===== config.mk =====
export PLATFORM = sky130hd
export DESIGN_NAME = rpg_div_stage
export DESIGN_NICKNAME = d
export VERILOG_FILES = /design/src/rtl/rpg_pkg.sv /design/src/rtl/rpg_div_stage.sv
export SDC_FILE = /design/constraint.sdc
export NUM_CORES = 1
export LEC_CHECK = 0
export ABC_CLOCK_PERIOD_IN_PS = 10770
export BUFFER_PORTS_ARGS = -buffer_cell sky130_fd_sc_hd__buf_2
export CELL_PAD_IN_SITES_DETAIL_PLACEMENT = 1
export CELL_PAD_IN_SITES_GLOBAL_PLACEMENT = 1
export CORE_MARGIN = 4
export CORE_UTILIZATION = 34
export DETAILED_ROUTE_END_ITERATION = 12
export GPL_ROUTABILITY_DRIVEN = 0
export PLACE_DENSITY = 0.85
export SLEW_MARGIN = 20
export SYNTH_ARGS = -nofsm -noshare
export SYNTH_HDL_FRONTEND = slang
export SYNTH_SLANG_ARGS = --single-unit

===== constraint.sdc =====
create_clock -name i_clk -period 10.77 [get_ports i_clk]
set_input_delay 0.5385 -clock i_clk [delete_from_list [all_inputs] [get_ports i_clk]]
set_output_delay 0.5385 -clock i_clk [all_outputs]
set_load 0.05 [all_outputs]

===== src/rtl/rpg_pkg.sv =====
// Shared types and constants for the rainbow pixel generator.
// No dependencies; every other file in the block imports this package.

package rpg_pkg;

    // Field widths of the input and result beats
    localparam int PIX_W     = 12;
    localparam int ELAPSED_W = 32;
    localparam int FADE_W    = 9;
    localparam int CHAN_W    = 8;

    // Configuration registers
    localparam int CYCLE_W    = 16;
    localparam int LEDS_W     = 13;
    localparam int CFG_DATA_W = 16;
    localparam int CFG_IDX_W  = 1;

    typedef enum logic [CFG_IDX_W-1:0] {
        CFG_CYCLE_MS  = 1'b0,
        CFG_LED_COUNT = 1'b1
    } t_cfg_idx;

    localparam logic [CYCLE_W-1:0] CYCLE_MS_RESET  = 16'd5000;
    localparam logic [LEDS_W-1:0]  LED_COUNT_RESET = 13'd1;

    // Long division: partial remainder width and restoring steps per stage
    localparam int DIV_W           = 16;
    localparam int STEPS_PER_STAGE = 4;

    // Hue sectors, named by the colour span each one covers
    typedef logic [2:0] t_sector;
    localparam t_sector SEC_R2Y = 3'd0;
    localparam t_sector SEC_Y2G = 3'd1;
    localparam t_sector SEC_G2C = 3'd2;
    localparam t_sector SEC_C2B = 3'd3;
    localparam t_sector SEC_B2M = 3'd4;
    localparam t_sector SEC_M2R = 3'd5;

    typedef logic [CHAN_W-1:0] t_chan;
    localparam t_chan CHAN_MAX  = 8'hFF;
    localparam t_chan CHAN_ZERO = 8'h00;

    localparam logic [FADE_W-1:0] FADE_OFF = 9'd0;

endpackage


===== src/rtl/rpg_div_stage.sv =====
// One register stage of the two parallel restoring dividers (time hue and pixel offset).
// Depends on rpg_pkg.

module rpg_div_stage #(
    parameter int HUE_BITS = 16,
    parameter int STEPS    = 4
) (
    input  logic                                       i_clk,
    input  logic                                       i_rst_n,
    input  logic [rpg_pkg::DIV_W-1:0]                  i_cyc_div,
    input  logic [rpg_pkg::DIV_W-1:0]                  i_led_div,
    input  logic                                       i_valid,
    input  logic [rpg_pkg::FADE_W-1:0]                 i_fade,
    input  logic [rpg_pkg::ELAPSED_W+HUE_BITS-1:0]     i_t_num,
    input  logic [rpg_pkg::DIV_W-1:0]                  i_t_rem,
    input  logic [HUE_BITS-1:0]                        i_t_quo,
    input  logic [rpg_pkg::ELAPSED_W+HUE_BITS-1:0]     i_p_num,
    input  logic [rpg_pkg::DIV_W-1:0]                  i_p_rem,
    input  logic [HUE_BITS-1:0]                        i_p_quo,
    output logic                                       o_valid,
    output logic [rpg_pkg::FADE_W-1:0]                 o_fade,
    output logic [rpg_pkg::ELAPSED_W+HUE_BITS-1:0]     o_t_num,
    output logic [rpg_pkg::DIV_W-1:0]                  o_t_rem,
    output logic [HUE_BITS-1:0]                        o_t_quo,
    output logic [rpg_pkg::ELAPSED_W+HUE_BITS-1:0]     o_p_num,
    output logic [rpg_pkg::DIV_W-1:0]                  o_p_rem,
    output logic [HUE_BITS-1:0]                        o_p_quo
);
    import rpg_pkg::*;

    localparam int NUM_W = ELAPSED_W + HUE_BITS;

    // Returns {quotient bit, new remainder}
    function automatic logic [DIV_W:0] div_step(
        input logic [DIV_W-1:0] rem,
        input logic             nb,
        input logic [DIV_W-1:0] d
    );
        logic [DIV_W:0] t;
        logic [DIV_W:0] diff;
        t    = {rem, nb};
        diff = t - {1'b0, d};
        if (t >= {1'b0, d}) begin
            return {1'b1, diff[DIV_W-1:0]};
        end else begin
            return {1'b0, t[DIV_W-1:0]};
        end
    endfunction

    logic                r_valid;
    logic [FADE_W-1:0]   r_fade;
    logic [NUM_W-1:0]    r_t_num, r_p_num, n_t_num, n_p_num;
    logic [DIV_W-1:0]    r_t_rem, r_p_rem, n_t_rem, n_p_rem;
    logic [HUE_BITS-1:0] r_t_quo, r_p_quo, n_t_quo, n_p_quo;

    always_comb begin
        logic [DIV_W:0] t_res;
        logic [DIV_W:0] p_res;
        n_t_num = i_t_num;
        n_t_rem = i_t_rem;
        n_t_quo = i_t_quo;
        n_p_num = i_p_num;
        n_p_rem = i_p_rem;
        n_p_quo = i_p_quo;
        for (int s = 0; s < STEPS; s++) begin
            t_res   = div_step(n_t_rem, n_t_num[NUM_W-1], i_cyc_div);
            p_res   = div_step(n_p_rem, n_p_num[NUM_W-1], i_led_div);
            n_t_rem = t_res[DIV_W-1:0];
            n_p_rem = p_res[DIV_W-1:0];
            // keep only the low quotient bits: the whole turns drop out
            n_t_quo = {n_t_quo[HUE_BITS-2:0], t_res[DIV_W]};
            n_p_quo = {n_p_quo[HUE_BITS-2:0], p_res[DIV_W]};
            n_t_num = {n_t_num[NUM_W-2:0], 1'b0};
            n_p_num = {n_p_num[NUM_W-2:0], 1'b0};
        end
    end

    always_ff @(posedge i_clk) begin
        if (!i_rst_n) begin
            r_valid <= 1'b0;
        end else begin
            r_valid <= i_valid;
        end
    end

    always_ff @(posedge i_clk) begin
        r_fade  <= i_fade;
        r_t_num <= n_t_num;
        r_t_rem <= n_t_rem;
        r_t_quo <= n_t_quo;
        r_p_num <= n_p_num;
        r_p_rem <= n_p_rem;
        r_p_quo <= n_p_quo;
    end

    assign o_valid = r_valid;
    assign o_fade  = r_fade;
    assign o_t_num = r_t_num;
    assign o_t_rem = r_t_rem;
    assign o_t_quo = r_t_quo;
    assign o_p_num = r_p_num;
    assign o_p_rem = r_p_rem;
    assign o_p_quo = r_p_quo;

endmodule


-- Word level (Yosys, flattened, before mapping)
Cells that the tools add are included.
- logic and storage cells: 32
- output and inout bits: 170
- memories: 0
- memory bits (writable): 0
- register bits after elaboration: 162
- latch bits: 0
- bits of input ports: 204
- memory bits (read-only): 0
- multiply operators: 0
- eq/ne operators: 0
- magnitude comparators: 8
- mux-type cells: 8
- add/subtract/negate cells: 8
- bitwise operators: 0
- shifts and indexed selects: 0
- div/mod/pow operators: 0
- reduce and logical (&&, ||, !) cells: 0
- operators with widths (kind ; count):
    17-bit by 16-bit >= comparator with 1-bit output ; 8
    17-bit two-way mux ; 8
    16-bit subtractor ; 8

-- Depth between registers and ports, before layout
- word-level depth: 8
- mapped depth: 48
- depth with buffers taken out: 42

-- Worst setup path after synthesis
Ideal clock, no wire load.
- path type: input to register
- start point: input port i_led_div[5] in the netlist's numbering
- end point: register r_p_rem[13] (netlist: o_p_rem[13])
- stages on the path: 45
- data required time: 10647 ps
- slack: 693 ps
- arrival time: 9954 ps
- path buffers: 6
- library setup time: 123 ps
- cell sequence: inv_1 ha_1 a2111oi_0 inv_1 o2111ai_2 a21oi_2 nor2_1 inv_2 buf_1 mux2_2 ha_1 a2111oi_0 a21oi_1 nand2_1 a311oi_1 a211oi_2 buf_2 buf_2 [... 9 more ...] a221o_1 and2_1 a211o_1 buf_6 buf_8 mux2i_1 ha_1 nor2b_1 o211ai_1 a21oi_1 o41ai_1 o21ai_1 a2111oi_0 o21ai_0 a2111oi_2 a21oi_4 buf_4 mux2_1
- word-level cells in the longest chain between the ends: 8
- elaborated cells between the ends (all ways): 12
- classes of those cells: add/sub: 4; order compare: 4; mux: 4
- RTL lines (element ; line ; text):
    start: declaration ; rpg_div_stage.sv:11 ; input logic [rpg_pkg::DIV_W-1:0] i_led_div,
    16-bit subtractor or 17-bit by 16-bit >= comparator with 1-bit output (tied branches) ; rpg_div_stage.sv:42, rpg_div_stage.sv:43 ;
    17-bit two-way mux ; rpg_div_stage.sv:43 ; if (t >= {1'b0, d}) begin
    16-bit subtractor or 17-bit by 16-bit >= comparator with 1-bit output (tied branches) ; rpg_div_stage.sv:42, rpg_div_stage.sv:43 ;
    17-bit two-way mux ; rpg_div_stage.sv:43 ;
    16-bit subtractor or 17-bit by 16-bit >= comparator with 1-bit output (tied branches) ; rpg_div_stage.sv:42, rpg_div_stage.sv:43 ;
    17-bit two-way mux ; rpg_div_stage.sv:43 ;
    16-bit subtractor or 17-bit by 16-bit >= comparator with 1-bit output (tied branches) ; rpg_div_stage.sv:42, rpg_div_stage.sv:43 ;
    17-bit two-way mux (*) ; rpg_div_stage.sv:43 ;
    named net n_p_rem[13] ; rpg_div_stage.sv:53 ; logic [DIV_W-1:0] r_t_rem, r_p_rem, n_t_rem, n_p_rem;
    end signal: assignment ; rpg_div_stage.sv:92 ; r_p_rem <= n_p_rem;
    end: declaration ; rpg_div_stage.sv:53 ;
Mark *: on every way through the listed nets, which the timed path passes. The rest lies on a longest branch.
A chain may end at the register's enable or synchronous reset.

-- Worst setup path in the final report
- start point: input port i_cyc_div[1] in the netlist's numbering
- end point: register r_t_rem[12] (netlist: o_t_rem[12])
- word-level cells in the longest chain between the ends: 8
- elaborated cells between the ends (all ways): 12
- classes of those cells: add/sub: 4; order compare: 4; mux: 4
- RTL lines (element ; line ; text):
    start: declaration ; rpg_div_stage.sv:10 ; input logic [rpg_pkg::DIV_W-1:0] i_cyc_div,
    16-bit subtractor or 17-bit by 16-bit >= comparator with 1-bit output (tied branches) ; rpg_div_stage.sv:42, rpg_div_stage.sv:43 ;
    17-bit two-way mux ; rpg_div_stage.sv:43 ;
    16-bit subtractor or 17-bit by 16-bit >= comparator with 1-bit output (tied branches) ; rpg_div_stage.sv:42, rpg_div_stage.sv:43 ;
    17-bit two-way mux ; rpg_div_stage.sv:43 ;
    16-bit subtractor or 17-bit by 16-bit >= comparator with 1-bit output (tied branches) ; rpg_div_stage.sv:42, rpg_div_stage.sv:43 ;
    17-bit two-way mux ; rpg_div_stage.sv:43 ;
    16-bit subtractor or 17-bit by 16-bit >= comparator with 1-bit output (tied branches) ; rpg_div_stage.sv:42, rpg_div_stage.sv:43 ;
    17-bit two-way mux (*) ; rpg_div_stage.sv:43 ;
    named net n_t_rem[12] ; rpg_div_stage.sv:53 ;
    end signal: assignment ; rpg_div_stage.sv:89 ; r_t_rem <= n_t_rem;
    end: declaration ; rpg_div_stage.sv:53 ;
Marks and branches as above.

==> out/metrics.cfg <==
[synth]
synthFlopType = dfxtp_1
synth_top_family_by_area = compound AO/OA/AOI/OAI gates
synth-simple-area-share_pct = 12.5
async_flop_share_pct = 0
synth-xor-area-share_pct = 6.88
yosysWarnings = 0
synthMuxAreaShare_pct = 10.3
syn_inst = 1183
synth_seq_cells = 162
syn_area_per_cell_sq_um = 9.15
synthDistinctLibCells = 82
synth_area_sq_um = 10800
synth_compound_area_share_pct = 19.7
synth_edf_count = 0
synth_fa_ha_area_share_pct = 16.3
seq_area_frac_synth_pct = 30.0

[floorplanning]
initial_core_util_pct = 34.4
die_h_microns = 186
core_sq_um = 31500
die_area_sq_um = 34800
rows = 65
die_x_microns = 186
ioPinCount = 374

[timing]
post-route-period-util_pct = 93.3
relSlewSlack_pct = 50.2
finalSetupViolCount = 0
worst_slew_pin_slew_ns = 0.737
rsz0062_at_grt = false
fmax_ghz = 0.0995
hold_viol_final = 0
drv_slew = 0
tns_ns = 0
layout_min_cycle_time_ns = 10.05

[global_route]
grt_pass1_wl_microns = 62900
grt_overflow = 0
grt_max_degree = 18
antenna_found_initial = 5
grtUsageTotal_pct = 22.6
grt_pass1_vias = 11600

[pwr]
power.density_nw_per_um2 = 359
p_leak_nw = 7.00
peakVddDrop_mv = 0.168

[cts]
cts_root_buf = clkbuf_16
path_clk_slew_ns = 0.08
cts_buffers = 17
clk_path_buf_depth = 2
cts_tree = yes
cts.sinks = 162
ctsHoldBuffers = 0
cts_max_level = 4

[drt]
drc = 0
vias = 10700
via_per_inst = 5.23
routed_wl_microns = 40200
drt-pass1-iter-count = 5
wl_per_cell_microns = 19.7
drtIter0Drc = 445
ant_nets = 0

[critical_path]
slowest_delay_ns = 0.42
crit_start = i_cyc_div[1]
slowest_stage = mux2_2
critPathMaxFanout = 17
critical_path_arrival_ns = 10.36
critPathLaunchType = input pin
required_ns = 11.08
critPathKind = in -> reg
endpoint_kind = register
cp_common_cell = o21ai_0

[job]
cap_violations = 0

[hold_path]
hold_path.startpoint = i_t_num[31]
min_path_type = in -> reg

[placement]
io_buffers = 357
postPlaceCellArea_sq_um = 13700
hpwl_microns = 33400

[cells_and_area]
final_nets = 1969
drive_above_1_share_pct = 35.0
layout_commonest_cell = buf_2
area_delta_synth_final_pct = 32.1
design_area_sq_um = 14300
final_cell_mix = buf_2, dfxtp_1, ha_1

[outcome]
outcome = finished, final reports clean

==> critical path: cells and delay by family <==
family                     cells  cell delay, ns
and+or+nand+nor                7            1.20
AOI/OAI and AO/OA             22            5.16
adders and majority gates      4            1.21
buffers and inverters          7            1.10
muxes                          3            1.11
==> registers in the layout, indices dropped and copies added, names as in the netlist <==
signal,flops
o_fade,9
o_p_num,44
o_p_quo,16
o_p_rem,16
o_t_num,44
o_t_quo,16
o_t_rem,16
o_valid,1
==> area by class of cell <==
class | count | area, sq um
antenna | 2 | 5.00
sequential | 162 | 3240
timing repair buffer | 445 | 2460
fill | 3805 | 17200
inverter | 85 | 319
clock inverter | 14 | 184
clock buffer | 18 | 439
multi-input combinational | 918 | 7150
tap | 402 | 503
==> per-stage QoR <==
stage	setup WS, ns	total power [mW]	std cells	utilization [%]	hold slack [ns]
finish	0.720	5.13	2046	45.4	0.193
global route	0.00563	5.52	2046	45.4	0.171
CTS	0.591	5.16	2044	45.4	0.172
detailed placement	0.179	4.45	2012	43.4	0.642
global placement	0.521	4.32	2012	43.4	0.641
floorplan	0.693	3.39	1190	-	0.566
==> path summary, 6_finish.rpt <==
check,endpoint,slack (ns),cells past startpoint
worst max-delay path,o_t_rem[12],0.72,43
worst min-delay path,o_t_num[35],0.19,1
==> cells by family (layout without fill, tap and decap cells) <==
kind of cell             Yosys count  count (layout)
AO/OA/AOI/OAI                    313             313
XOR/XNOR                          85              85
adder cells (fa/ha/maj)          136             136
buffers and inverters            110             562
flip-flops                       162             162
multiplexers                      99              99
other                              1              10
AND/OR/NAND/NOR                  277             277
==> timing repair <==
item | in CTS | in global routing
setup endpoints to repair | 0 | 32
gates resized for setup | 0 | 3
buffers inserted | 0 | 0
==> synth_stat cells, types with 29 or more instances <==
| cell | number | area, sq um |
|---|---|---|
| inv_1 | 83 | 312 |
| o21ai_0 | 48 | 240 |
| nand2_1 | 67 | 251 |
| o21a_1 | 29 | 218 |
| nor2_1 | 66 | 248 |
| dfxtp_1 | 162 | 3240 |
| nor3_1 | 32 | 160 |
| mux2_2 | 61 | 687 |
| ha_1 | 128 | 1600 |
| a21oi_1 | 89 | 445 |
| xnor2_1 | 59 | 517 |
==> power by group <==
part / switching, mW / internal, mW
Clock: 0.293 / 0.361
Sequential: 0.0406 / 0.731
Combinational: 2.05 / 1.66
Total: 2.38 / 2.75
==> routing by layer <==
layer  global-route usage (%)  wire, microns
met1                     23.9          15400
met2                     43.0          21200
met3                     4.30           1900
met4                     10.3           1650
met5                        0             30
No activity file was read; power rests on OpenSTA's default activity.
