===== config.mk =====
export PLATFORM = sky130hd
export DESIGN_NAME = rpg_hue2rgb
export DESIGN_NICKNAME = d
export VERILOG_FILES = /design/src/rtl/rpg_pkg.sv /design/src/rtl/rpg_hue2rgb.sv
export SDC_FILE = /design/constraint.sdc
export NUM_CORES = 1
export LEC_CHECK = 0
export ABC_CLOCK_PERIOD_IN_PS = 6600
export BUFFER_PORTS_ARGS = -buffer_cell sky130_fd_sc_hd__buf_2
export CORE_MARGIN = 2
export CORE_UTILIZATION = 41
export CTS_BUF_LIST = sky130_fd_sc_hd__clkbuf_8
export CTS_CLUSTER_SIZE = 20
export DETAILED_ROUTE_END_ITERATION = 16
export HOLD_SLACK_MARGIN = 0.06
export PLACE_DENSITY = 0.56
export SYNTH_ARGS = -nofsm -noshare
export SYNTH_HDL_FRONTEND = slang
export SYNTH_SLANG_ARGS = --single-unit

===== constraint.sdc =====
create_clock -name i_clk -period 6.6 [get_ports i_clk]
set_input_delay 0.99 -clock i_clk [delete_from_list [all_inputs] [get_ports i_clk]]
set_output_delay 0.99 -clock i_clk [all_outputs]
set_load 0.02 [all_outputs]

===== src/rtl/rpg_pkg.sv =====
// Shared types and constants for the rainbow pixel generator.
// No dependencies; every other file in the block imports this package.

package rpg_pkg;

    // Field widths of the input and result beats
    localparam int PIX_W     = 12;
    localparam int ELAPSED_W = 32;
    localparam int FADE_W    = 9;
    localparam int CHAN_W    = 8;

    // Configuration registers
    localparam int CYCLE_W    = 16;
    localparam int LEDS_W     = 13;
    localparam int CFG_DATA_W = 16;
    localparam int CFG_IDX_W  = 1;

    typedef enum logic [CFG_IDX_W-1:0] {
        CFG_CYCLE_MS  = 1'b0,
        CFG_LED_COUNT = 1'b1
    } t_cfg_idx;

    localparam logic [CYCLE_W-1:0] CYCLE_MS_RESET  = 16'd5000;
    localparam logic [LEDS_W-1:0]  LED_COUNT_RESET = 13'd1;

    // Long division: partial remainder width and restoring steps per stage
    localparam int DIV_W           = 16;
    localparam int STEPS_PER_STAGE = 4;

    // Hue sectors, named by the colour span each one covers
    typedef logic [2:0] t_sector;
    localparam t_sector SEC_R2Y = 3'd0;
    localparam t_sector SEC_Y2G = 3'd1;
    localparam t_sector SEC_G2C = 3'd2;
    localparam t_sector SEC_C2B = 3'd3;
    localparam t_sector SEC_B2M = 3'd4;
    localparam t_sector SEC_M2R = 3'd5;

    typedef logic [CHAN_W-1:0] t_chan;
    localparam t_chan CHAN_MAX  = 8'hFF;
    localparam t_chan CHAN_ZERO = 8'h00;

    localparam logic [FADE_W-1:0] FADE_OFF = 9'd0;

endpackage


===== src/rtl/rpg_hue2rgb.sv =====
// Three-stage hue to RGB back end: hue sum and sector split, ramp rounding, fade scaling.
// Depends on rpg_pkg.

module rpg_hue2rgb #(
    parameter int HUE_BITS = 16
) (
    input  logic                        i_clk,
    input  logic                        i_rst_n,
    input  logic                        i_valid,
    input  logic [HUE_BITS-1:0]         i_t_quo,
    input  logic [HUE_BITS-1:0]         i_p_quo,
    input  logic [rpg_pkg::FADE_W-1:0]  i_fade,
    output logic                        o_strobe,
    output rpg_pkg::t_chan              o_green,
    output rpg_pkg::t_chan              o_red,
    output rpg_pkg::t_chan              o_blue
);
    import rpg_pkg::*;

    localparam int H6_W   = HUE_BITS + 3;
    localparam int RAMP_W = HUE_BITS + 9;
    localparam logic [RAMP_W-1:0] HALF = RAMP_W'(1) << (HUE_BITS - 1);
    localparam logic [RAMP_W-1:0] ONE  = RAMP_W'(1) << HUE_BITS;

    function automatic t_chan fade_scale(input t_chan c, input logic [7:0] f);
        logic [15:0] p;
        p = {8'd0, c} * {8'd0, f} + 16'd128;
        return p[15:8];
    endfunction

    // Stage 1: hue and hue * 6
    logic                r1_valid;
    logic [H6_W-1:0]     r1_h6, n1_h6;
    logic [FADE_W-1:0]   r1_fade;

    always_comb begin
        logic [HUE_BITS-1:0] hue;
        hue   = i_t_quo + i_p_quo;
        n1_h6 = ({3'b000, hue} << 2) + ({3'b000, hue} << 1);
    end

    // Stage 2: sector plus rising and falling ramps, rounded half up
    logic                r2_valid;
    t_sector             r2_sector;
    t_chan               r2_up, r2_dn, n2_up, n2_dn;
    logic [FADE_W-1:0]   r2_fade;

    always_comb begin
        logic [RAMP_W-1:0] f;
        logic [RAMP_W-1:0] g;
        logic [RAMP_W-1:0] up_p;
        logic [RAMP_W-1:0] dn_p;
        f     = RAMP_W'(r1_h6[HUE_BITS-1:0]);
        g     = ONE - f;
        up_p  = (f << 8) - f + HALF;
        dn_p  = (g << 8) - g + HALF;
        n2_up = up_p[HUE_BITS+7:HUE_BITS];
        n2_dn = dn_p[HUE_BITS+7:HUE_BITS];
    end

    // Stage 3: colour select and fade
    logic   r3_valid;
    t_chan  r3_red, r3_green, r3_blue, n3_red, n3_green, n3_blue;

    always_comb begin
        t_chan r, g, b;
        unique case (r2_sector)
            SEC_R2Y: begin r = CHAN_MAX;  g = r2_up;     b = CHAN_ZERO; end
            SEC_Y2G: begin r = r2_dn;     g = CHAN_MAX;  b = CHAN_ZERO; end
            SEC_G2C: begin r = CHAN_ZERO; g = CHAN_MAX;  b = r2_up;     end
            SEC_C2B: begin r = CHAN_ZERO; g = r2_dn;     b = CHAN_MAX;  end
            SEC_B2M: begin r = r2_up;     g = CHAN_ZERO; b = CHAN_MAX;  end
            default: begin r = CHAN_MAX;  g = CHAN_ZERO; b = r2_dn;     end
        endcase
        priority if (r2_fade == FADE_OFF) begin
            n3_red   = CHAN_ZERO;
            n3_green = CHAN_ZERO;
            n3_blue  = CHAN_ZERO;
        end else if (!r2_fade[FADE_W-1]) begin
            n3_red   = fade_scale(r, r2_fade[7:0]);
            n3_green = fade_scale(g, r2_fade[7:0]);
            n3_blue  = fade_scale(b, r2_fade[7:0]);
        end else begin
            // full or above: pass through
            n3_red   = r;
            n3_green = g;
            n3_blue  = b;
        end
    end

    always_ff @(posedge i_clk) begin
        if (!i_rst_n) begin
            r1_valid <= 1'b0;
            r2_valid <= 1'b0;
            r3_valid <= 1'b0;
        end else begin
            r1_valid <= i_valid;
            r2_valid <= r1_valid;
            r3_valid <= r2_valid;
        end
    end

    always_ff @(posedge i_clk) begin
        r1_h6     <= n1_h6;
        r1_fade   <= i_fade;
        r2_sector <= r1_h6[H6_W-1:HUE_BITS];
        r2_up     <= n2_up;
        r2_dn     <= n2_dn;
        r2_fade   <= r1_fade;
        r3_red    <= n3_red;
        r3_green  <= n3_green;
        r3_blue   <= n3_blue;
    end

    assign o_strobe = r3_valid;
    assign o_red    = r3_red;
    assign o_green  = r3_green;
    assign o_blue   = r3_blue;

endmodule


==> Yosys cells after proc, flatten, opt, wreduce, memory -nomap -nowiden <==
Cells that the tools add are included.
{ "classes": {"div": 0, "n_mul": 3, "n_shift": 0, "mux": 6, "n_reduce_logical": 6, "bitwise_logic": 0, "eq_ne": 4, "n_addsub": 10, "n_lt_le_gt_ge": 0} }
{ "op_table": {"columns": ["operator", "count"], "rows": [
  ["$pmux W8 S3", 3],
  ["$add A16 B8 Y16 const B", 3],
  ["$add A24 B16 Y24 const B", 2],
  ["$mul A8 B8 Y16", 3],
  ["$mux W8", 3],
  ["$sub A24 B16 Y24", 1],
  ["$sub A24 B24 Y24", 1],
  ["$add A18 B17 Y19", 1],
  ["$sub A17 B16 Y18 const A", 1],
  ["$add A16 B16 Y16", 1],
  ["$logic_not A9 Y1", 1],
  ["$reduce_or A2 Y1", 4],
  ["$eq A3 B2 Y1 const B", 2],
  ["$eq A3 B1 Y1 const B", 1],
  ["$eq A3 B3 Y1 const B", 1],
  ["$logic_not A3 Y1", 1]
]} }
{ "word_totals": {"mem_bits_rw": 0, "inputBits": 44, "rom_bits": 0, "register_bits": 83, "out_inout_bits": 25, "memories": 0, "latchBits": 0} }

==> Logic depth before layout (Yosys ltp) <==
Gate-level depths: netlist (run 1).
{ "depth": {"depth_word": 6, "depth_mapped": 21} }

==> Worst setup path after synthesis (run 1) <==
No wires, ideal clock.
{ "synth_timing": {"path_type": "reg2reg", "startpoint": "register r2_sector[2]", "endpoint": "register r3_blue[6] (netlist: o_blue[6])", "n_path_buf": 2, "stages_incl_launch_ff": 19, "t_required_ns": 6.483, "slack_ns": 1.303, "arrival_time_ns": 5.180, "cell_sequence": "dfxtp_1 -> clkbuf_1 -> nand2b_1 -> clkbuf_1 -> o21ai_1 -> and2_1 -> fa_1 -> fa_1 -> fa_1 -> inv_1 -> fa_1 -> inv_1 -> ha_1 -> or3_1 -> o221a_4 -> a41o_1 -> o21a_1 -> or3_1 -> a32o_1"} }
{ "synth_between": {"elab_chain_cells": 6, "word_cells_on_any_way": 11, "classes_between": "add/sub (1); mul (1); eq/ne (4); mux (2); reduce/logical (3)"} }
{ "synth_lines": {"columns": ["item", "line_no", "text"], "rows": [
  ["start: declaration", "rpg_hue2rgb.sv:44", "t_sector r2_sector;"],
  ["start signal: assignment", "rpg_hue2rgb.sv:106", "r2_sector <= r1_h6[H6_W-1:HUE_BITS];"],
  ["$eq A3 B3 Y1 (tied with other cells)", "rpg_hue2rgb.sv:67", "unique case (r2_sector)"],
  ["$reduce_or A2 Y1 (no source line)", null, null],
  ["$pmux W8 S3 *", "rpg_hue2rgb.sv:67", null],
  ["$mul A8 B8 Y16", "rpg_hue2rgb.sv:27", "p = {8'd0, c} * {8'd0, f} + 16'd128;"],
  ["$add A16 B8 Y16", "rpg_hue2rgb.sv:27", null],
  ["$mux W8 *", "rpg_hue2rgb.sv:79", "end else if (!r2_fade[FADE_W-1]) begin"],
  ["end signal: assignment", "rpg_hue2rgb.sv:112", "r3_blue <= n3_blue;"],
  ["end: declaration", "rpg_hue2rgb.sv:63", "t_chan r3_red, r3_green, r3_blue, n3_red, n3_green, n3_blue;"]
]} }
Mark *: on every way between the ends. The rest lies on a longest branch, timed or not.
A chain may end at the register's enable or synchronous reset.

==> Final worst setup path (run 1) <==
Same ends and word-level chain as after synthesis.

==> run summary, run 1 <==
Complex-gate fraction of the synthesized area - 12.25%
Largest area contributor in the netlist - ha_1
Longest Clk Path Bufs - 2
Number of post-CTS setup repair buffers - 0
Worst Hold Depth - 0
Crit-path slowest cell - dfxtp_1
Post-synthesis async set-or-reset flop share - 0%
Mapped Area - 10,990 sq um
Post-place instance area - 11,800 sq um
Synth cell types - 57
Largest net degree at the start of global routing - 27
Cts-stage hold buffer count - 0
Crit path arrival time - 6.23 ns
WHS Endpoint - r2_sector[1]
Synthesized flop and latch total - 82
Measured slew at the worst slew-check pin - 0.7627 ns
Final-layout fill cell count - 2,619
Placed cells - 1,620
DR WL/cell - 14.73 microns
Post-Synthesis Cells - 1,229
Critical Path RT - 6.88 ns
Die area - 28,130 sq um
Post-route cell area - 12,000 sq um
Setup violators final - 0
# rows - 59
Hold WS - 0.3263 ns
Top fanout value on the critical path - 26
Layout cell share with drive strength beyond 1 - 9.224%
Worst Setup End Kind - flip-flop
Post-DRT Antenna Nets - 0
Layout Cells excl Fill - 1,636
Simple-Gate Fraction of Synth Area - 19.13%
Clock sink total - 82
TritonCTS clock tree - built
DR vias/cell - 5.114
Global-route wire length before repair - 41,710 microns
Die width - 167.7 microns
H-tree levels - 3
Layout Nets - 1,639
I/O Pins - 69
Gr usage total - 18.15%
Final Max Tran Viols - 0
Post-Synth Adder-Cell Area - 41.35%
Hold crit path type - flip-flop to flip-flop
R2R Setup Slk - 0.65 ns
Kind of critical path - flip-flop to flip-flop
Core ar. - 26,210 sq um
Post-synthesis sequential area ratio - 14.94%
Die height - 167.7 microns
DRC - 0
Initial antenna violation count - 0
TritonCTS Buffers - 9
Status - finished clean
Synthesized net count - 1,572
Synth top area share - 21.86%
# resized after CTS - 0
Clk root buf - clkbuf_8
Mux cell area share after synthesis - 0%
Final period util - 90.09%
RSZ-0062 raised after global routing - no
Crit path cell chain - nand2b_1 > o21ai_1 > and2_1 > fa_1 > fa_1 > fa_1 > inv_1 > fa_1 > inv_1 > ha_1 > or3_1 > o221a_4 > a41o_1 > o21a_1 > or3_1 > a32o_1
Reg2reg start - r2_sector[2]
Ant diodes - 0
XOR/XNOR share of the synthesized area - 6.136%
Worst-path clk slew - 0.12 ns
Via count - 8,367
Clock Skews - 0.03141 ns
Buffers on Ports - 68
DP Wirelength - 18,940 microns
Final min period - 5.946 ns
Routed WL - 24,100 microns
Warnings, synthesis - 0
Starting DRT DRC Count - 413
Skew-Pair Late Insertion Delay - 0.40 ns
Most frequent CP cell - fa_1
Slew margin rel. - 49.08%
Worst Reg-to-Reg Cells - 16
Max incr delay on CP - 0.82 ns
Post-synth EDFFs - 0
RR Endpoint - o_blue[6]
GPL Wtd Cong - 0.7983
Critical Path Start Type - flip-flop
Dominant cells by area after synthesis - ha_1, fa_1, dfxtp_1, and2_1, inv_1
Total gr overflow - 0
Hold path startpoint - r1_h6[17]
Detailed Routing Iterations Pass 1 - 4
Initial Utilization - 41.94%
Max frequency - 0.1682 GHz
Largest family of logic cells by synthesized area - adder cells
Number of global-route vias before repair - 8,500
Main synth FF type - dfxtp_1
Avg Cell Area, Syn - 8.943 sq um
Max-cap violations - 0
Final Hold Vio Count - 0
Area grow syn2layout - 9.153%
Setup TNS Final - 0 ns
==> worst max path at each step <==
stage,start,to,cells past startpoint
finish,r2_sector[2],o_blue[6],16
global route,r2_sector[2],o_blue[6],16
CTS,r2_sector[2],o_blue[6],16
detailed placement,r2_sector[2],o_blue[6],16
global placement,r2_sector[2],o_blue[6],16
floorplan,r2_sector[2],o_blue[6],18
==> layout by cell type (no fill, tap or decap), types with 3 or more instances in the layout <==
cell type	instances
inv_1	144
a21oi_1	36
and3_1	9
dfxtp_1	82
o22a_1	8
o21ai_1	10
or3_1	7
o31ai_1	4
or2_2	3
nor4_1	5
clkbuf_8	10
nand2b_1	8
buf_4	25
xnor2_1	54
and2_1	138
a211oi_1	13
nor2b_1	17
o21ai_0	38
and4_1	3
nand3_1	12
o21a_1	5
o211ai_1	3
nand4_1	8
ha_1	192
nand4b_1	3
a311oi_1	3
nor3_1	32
nand2_1	82
a21o_1	20
a31oi_1	10
fa_1	107
buf_2	68
nor2_1	57
xor2_1	23
o21bai_1	9
a22o_1	20
==> critical path, delay by kind of cell, from the launching register on <==
| family | cells | cell delay (ns) |
|---|---|---|
| DFF | 1 | 0.82 |
| adders and majority gates | 5 | 2.30 |
| AOI/OAI and AO/OA | 5 | 1.30 |
| and+or+nand+nor | 4 | 1.32 |
| buffers and inverters | 2 | 0.10 |
==> synth_stat cells, drive strengths merged (2+ instances only) <==
library cell	n
a31oi	10
a21oi	37
dfxtp	82
nor4	5
a22o	20
nor3	33
nand4	8
o22a	8
o21bai	9
and4	3
a32o	2
o31ai	4
or3	7
a211oi	13
a41o	2
o2111ai	2
nor2b	17
a21o	20
and3	9
ha	192
or2	3
o211ai	3
nor4b	3
clkbuf	34
nand3	12
xor2	23
buf	3
nand2	82
o21a	5
a311oi	3
nand2b	8
nand4b	3
o21ai	48
o41ai	3
inv	144
fa	107
and2	139
xnor2	54
nor2	57
==> cells by family (layout without fill, tap and decap cells) <==
kind of cell	after synthesis	after routing
simple gates	393	393
fa+ha+maj	299	299
compound gates	197	197
buf+inv	181	253
flops	82	82
xor+xnor	77	77
==> metrics by stage <==
| step | setup slack, ns | utilization (%) |
|---|---|---|
| 2_1_floorplan | 1.303 | - |
| 3_3_place_gp | 0.8086 | 45.03 |
| 3_5_place_dp | 0.6749 | 45.03 |
| 4_1_cts | 0.6739 | 45.78 |
| 5_1_grt | 0.3941 | 45.78 |
| 6_report | 0.6542 | 45.78 |
==> area by class of cell <==
cell class / count / area, sq um / area share, %
sequential: 82 / 1642 / 13.68
inverter: 144 / 540.5 / 4.506
clock buffer: 10 / 137.6 / 1.147
timing repair buffer: 93 / 528.0 / 4.401
clock inverter: 6 / 58.81 / 0.4902
tap: 335 / 419.2 / 3.494
multi-input combinational: 966 / 8671 / 72.28
==> routing by layer <==
| metal | global-route usage, % | vias up | wire [microns] |
|---|---|---|---|
| met5 | 0 | - | 0 |
| met4 | 4.499 | 0 | 303 |
| met3 | 1.489 | 14 | 754 |
| met2 | 31.23 | 142 | 11160 |
| met1 | 24.73 | 3946 | 11890 |
| li1 | - | 4265 | - |
==> state kept, by name, summed over array words and instances (netlist names), 3 cells and up <==
name and count:
r1_h6 18, r1_fade 9, r2_fade 9, o_blue 8, o_green 8, o_red 8
r2_dn 8, r2_up 8, r2_sector 3
Power of run 1 is not shown: default switching activity piles up to over one toggle a cycle in this logic, so the estimate is an artifact.
==> run 2: changes to the inputs <==
CORE_UTILIZATION = 25   (was 41)
PLACE_DENSITY = 0.38   (was 0.56)
==> run 2 against run 1 <==
- clock-buffer cell count is 1 lower
- critical path type unchanged
- clock skew decreased by 0.015 ns
- final area is 2.8% higher
- largest cell class unchanged
- die area up 62%
- fmax rose by 0.96%
- highest routed layer is now met5
- wire length up 15%
- cell count increased by 15%
- flip-flop and latch count did not move
- via count is essentially flat
==> run summary, run 2 (same netlist as run 1, synthesis figures left out) <==
Status - finished clean
Crit-path slowest cell - dfxtp_1
Top fanout value on the critical path - 26 (unchanged)
Initial Utilization - 25.40% (-17 points)
Die height - 213.7 microns (+27%)
Crit path cell chain - nand2b_1 > o21ai_1 > and2_1 > fa_1 > fa_1 > fa_1 > inv_1 > fa_1 > inv_1 > ha_1 > or3_1 > o221a_4 > a41o_1 > o21a_1 > or3_1 > a32o_1
Commonest cells after routing, fill and taps aside - ha_1, inv_1, and2_1, fa_1
Starting DRT DRC Count - 326 (-21%)
Register area - 1642 sq um (unchanged)
Clock sink total - 82 (unchanged)
Final Hold Vio Count - 0 (unchanged)
Post-DRT Antenna Nets - 0 (unchanged)
Gr usage total - 12.99% (-5.2 points)
Final min period - 5.889 ns (-0.05633 ns)
Hold crit path type - flip-flop to flip-flop
H-tree levels - 3 (unchanged)
I/O Pins - 69 (unchanged)
Core ar. - 43,270 sq um (+65%)
Largest regs - r1_h6 x18, r1_fade x9, r2_fade x9
Layout Nets - 1,640 (+0.061%)
Placement Setup Slack - 0.6847 ns (+0.009770 ns)
Multi-input gate area in the final layout - 8678 sq um (about the same)
Clk root buf - clkbuf_8
GPL Wtd Cong - 0.7845 (-1.7%)
Measured slew at the worst slew-check pin - 0.8557 ns (+0.09297 ns)
Setup violators final - 0 (unchanged)
RSZ-0062 raised after global routing - no
Max frequency - 0.1698 GHz (+0.96%)
Crit path arrival time - 6.23 ns (about the same)
Post-route cell area - 12,330 sq um (+2.8%)
Kind of critical path - flip-flop to flip-flop
TritonCTS clock tree - built
Critical Path Start Type - flip-flop
Cts-stage hold buffer count - 0 (unchanged)
Total gr overflow - 0 (unchanged)
Final period util - 89.23% (-0.85 points)
Global-route wire length before repair - 46,030 microns (+10%)
Max-cap violations - 0 (unchanged)
Routed WL - 27,740 microns (+15%)
Worst-path clk slew - 0.11 ns (about the same)
Max incr delay on CP - 0.84 ns (+0.02 ns)
DR vias/cell - 4.431 (-13%)
Via count - 8,362 (-0.060%)
Final-layout fill cell count - 4,663 (+78%)
Number of post-CTS setup repair buffers - 0 (unchanged)
Max FFs per register - 18 (unchanged)
# rows - 76 (+29%)
Clock Skews - 0.01656 ns (-0.01486 ns)
Slew margin rel. - 42.83% (-6.3 points)
Layout cell share with drive strength beyond 1 - 9.293% (+0.070 points)
Detailed Routing Iterations Pass 1 - 4 (unchanged)
TritonCTS Buffers - 9 (unchanged)
Ant diodes - 0 (unchanged)
Final worst slack - 0.7106 ns (+0.05633 ns)
Area grow syn2layout - 12.19%
Number of global-route vias before repair - 8,703 (+2.4%)
Final Max Tran Viols - 0 (unchanged)
Buffers on Ports - 68 (unchanged)
Register with the most flip-flops - r1_h6
DRC - 0 (unchanged)
DR WL/cell - 14.70 microns (-0.22%)
Worst Setup End Kind - flip-flop
Longest Clk Path Bufs - 2 (unchanged)
Final Util - 28.50% (-17 points)
Post-place instance area - 12,130 sq um (+2.8%)
Die area - 45,650 sq um (+62%)
Die width - 213.7 microns (+27%)
Largest net degree at the start of global routing - 27 (unchanged)
Initial antenna violation count - 1 (+1)
Most common cell after layout, fill and taps aside - ha_1
Most frequent CP cell - fa_1
Setup TNS Final - 0 ns (unchanged)
# resized after CTS - 0 (unchanged)
Skew-Pair Late Insertion Delay - 0.44 ns (+0.04 ns)
DP Wirelength - 21,990 microns (+16%)
Critical Path RT - 6.95 ns (+0.07 ns)
run 2: cell count changes in the layout (fill, tap and decap cells not counted):
cell / change
a21oi_4: +1
clkinvlp_4: -1
inv_6: -1
buf_4: +1
a21oi_2: -1
inv_8: +4
clkinv_4: -1
clkbuf_8: -1
run 2: stage by stage:
step	std cells	hold WS (ns)
4_1_cts	1887	0.3407
5_1_grt	1887	0.3455
6_report	1887	0.3302
3_5_place_dp	1871	0.3121
2_1_floorplan	1229	0.3096
3_3_place_gp	1871	0.3109
run 2: metal layers:
layer	part of all wire [%]	vias up	routed length [microns]	GRT usage [%]
met4	1.2	2	329	3.520
met5	0.047	-	13	0
li1	-	4268	-	-
met2	48	96	13260	22.38
met3	2.5	17	685	1.640
met1	48	3979	13450	17.08
run 2: final cells by class:
class / instances / share of cell area, %
clock buffers: 9 / 1.005
clock inverters: 7 / 0.6393
inverters: 144 / 4.384
multi-input cells: 966 / 70.38
flip-flops and latches: 82 / 13.31
well taps: 585 / 5.936
repair buffers: 94 / 4.343
run 2: final timing paths:
path                                   start         end  slack [ns]  depth (start not counted)
worst min register to register    r1_fade[7]  r2_fade[7]        0.33                          0
worst max register to register  r2_sector[2]   o_blue[6]        0.71                         16
worst max-delay path            r2_sector[2]   o_blue[6]        0.71                         16
worst min-delay path              r1_fade[7]  r2_fade[7]        0.33                          0
run 2: critical path: cells and delay by family (launching register included):
kind | cells | cell delay [ns]
and+or+nand+nor | 4 | 1.28
adders and majority gates | 5 | 2.29
AOI/OAI and AO/OA | 5 | 1.28
DFF | 1 | 0.84
buffers and inverters | 2 | 0.09
Power of run 2 is left out for the same reason.
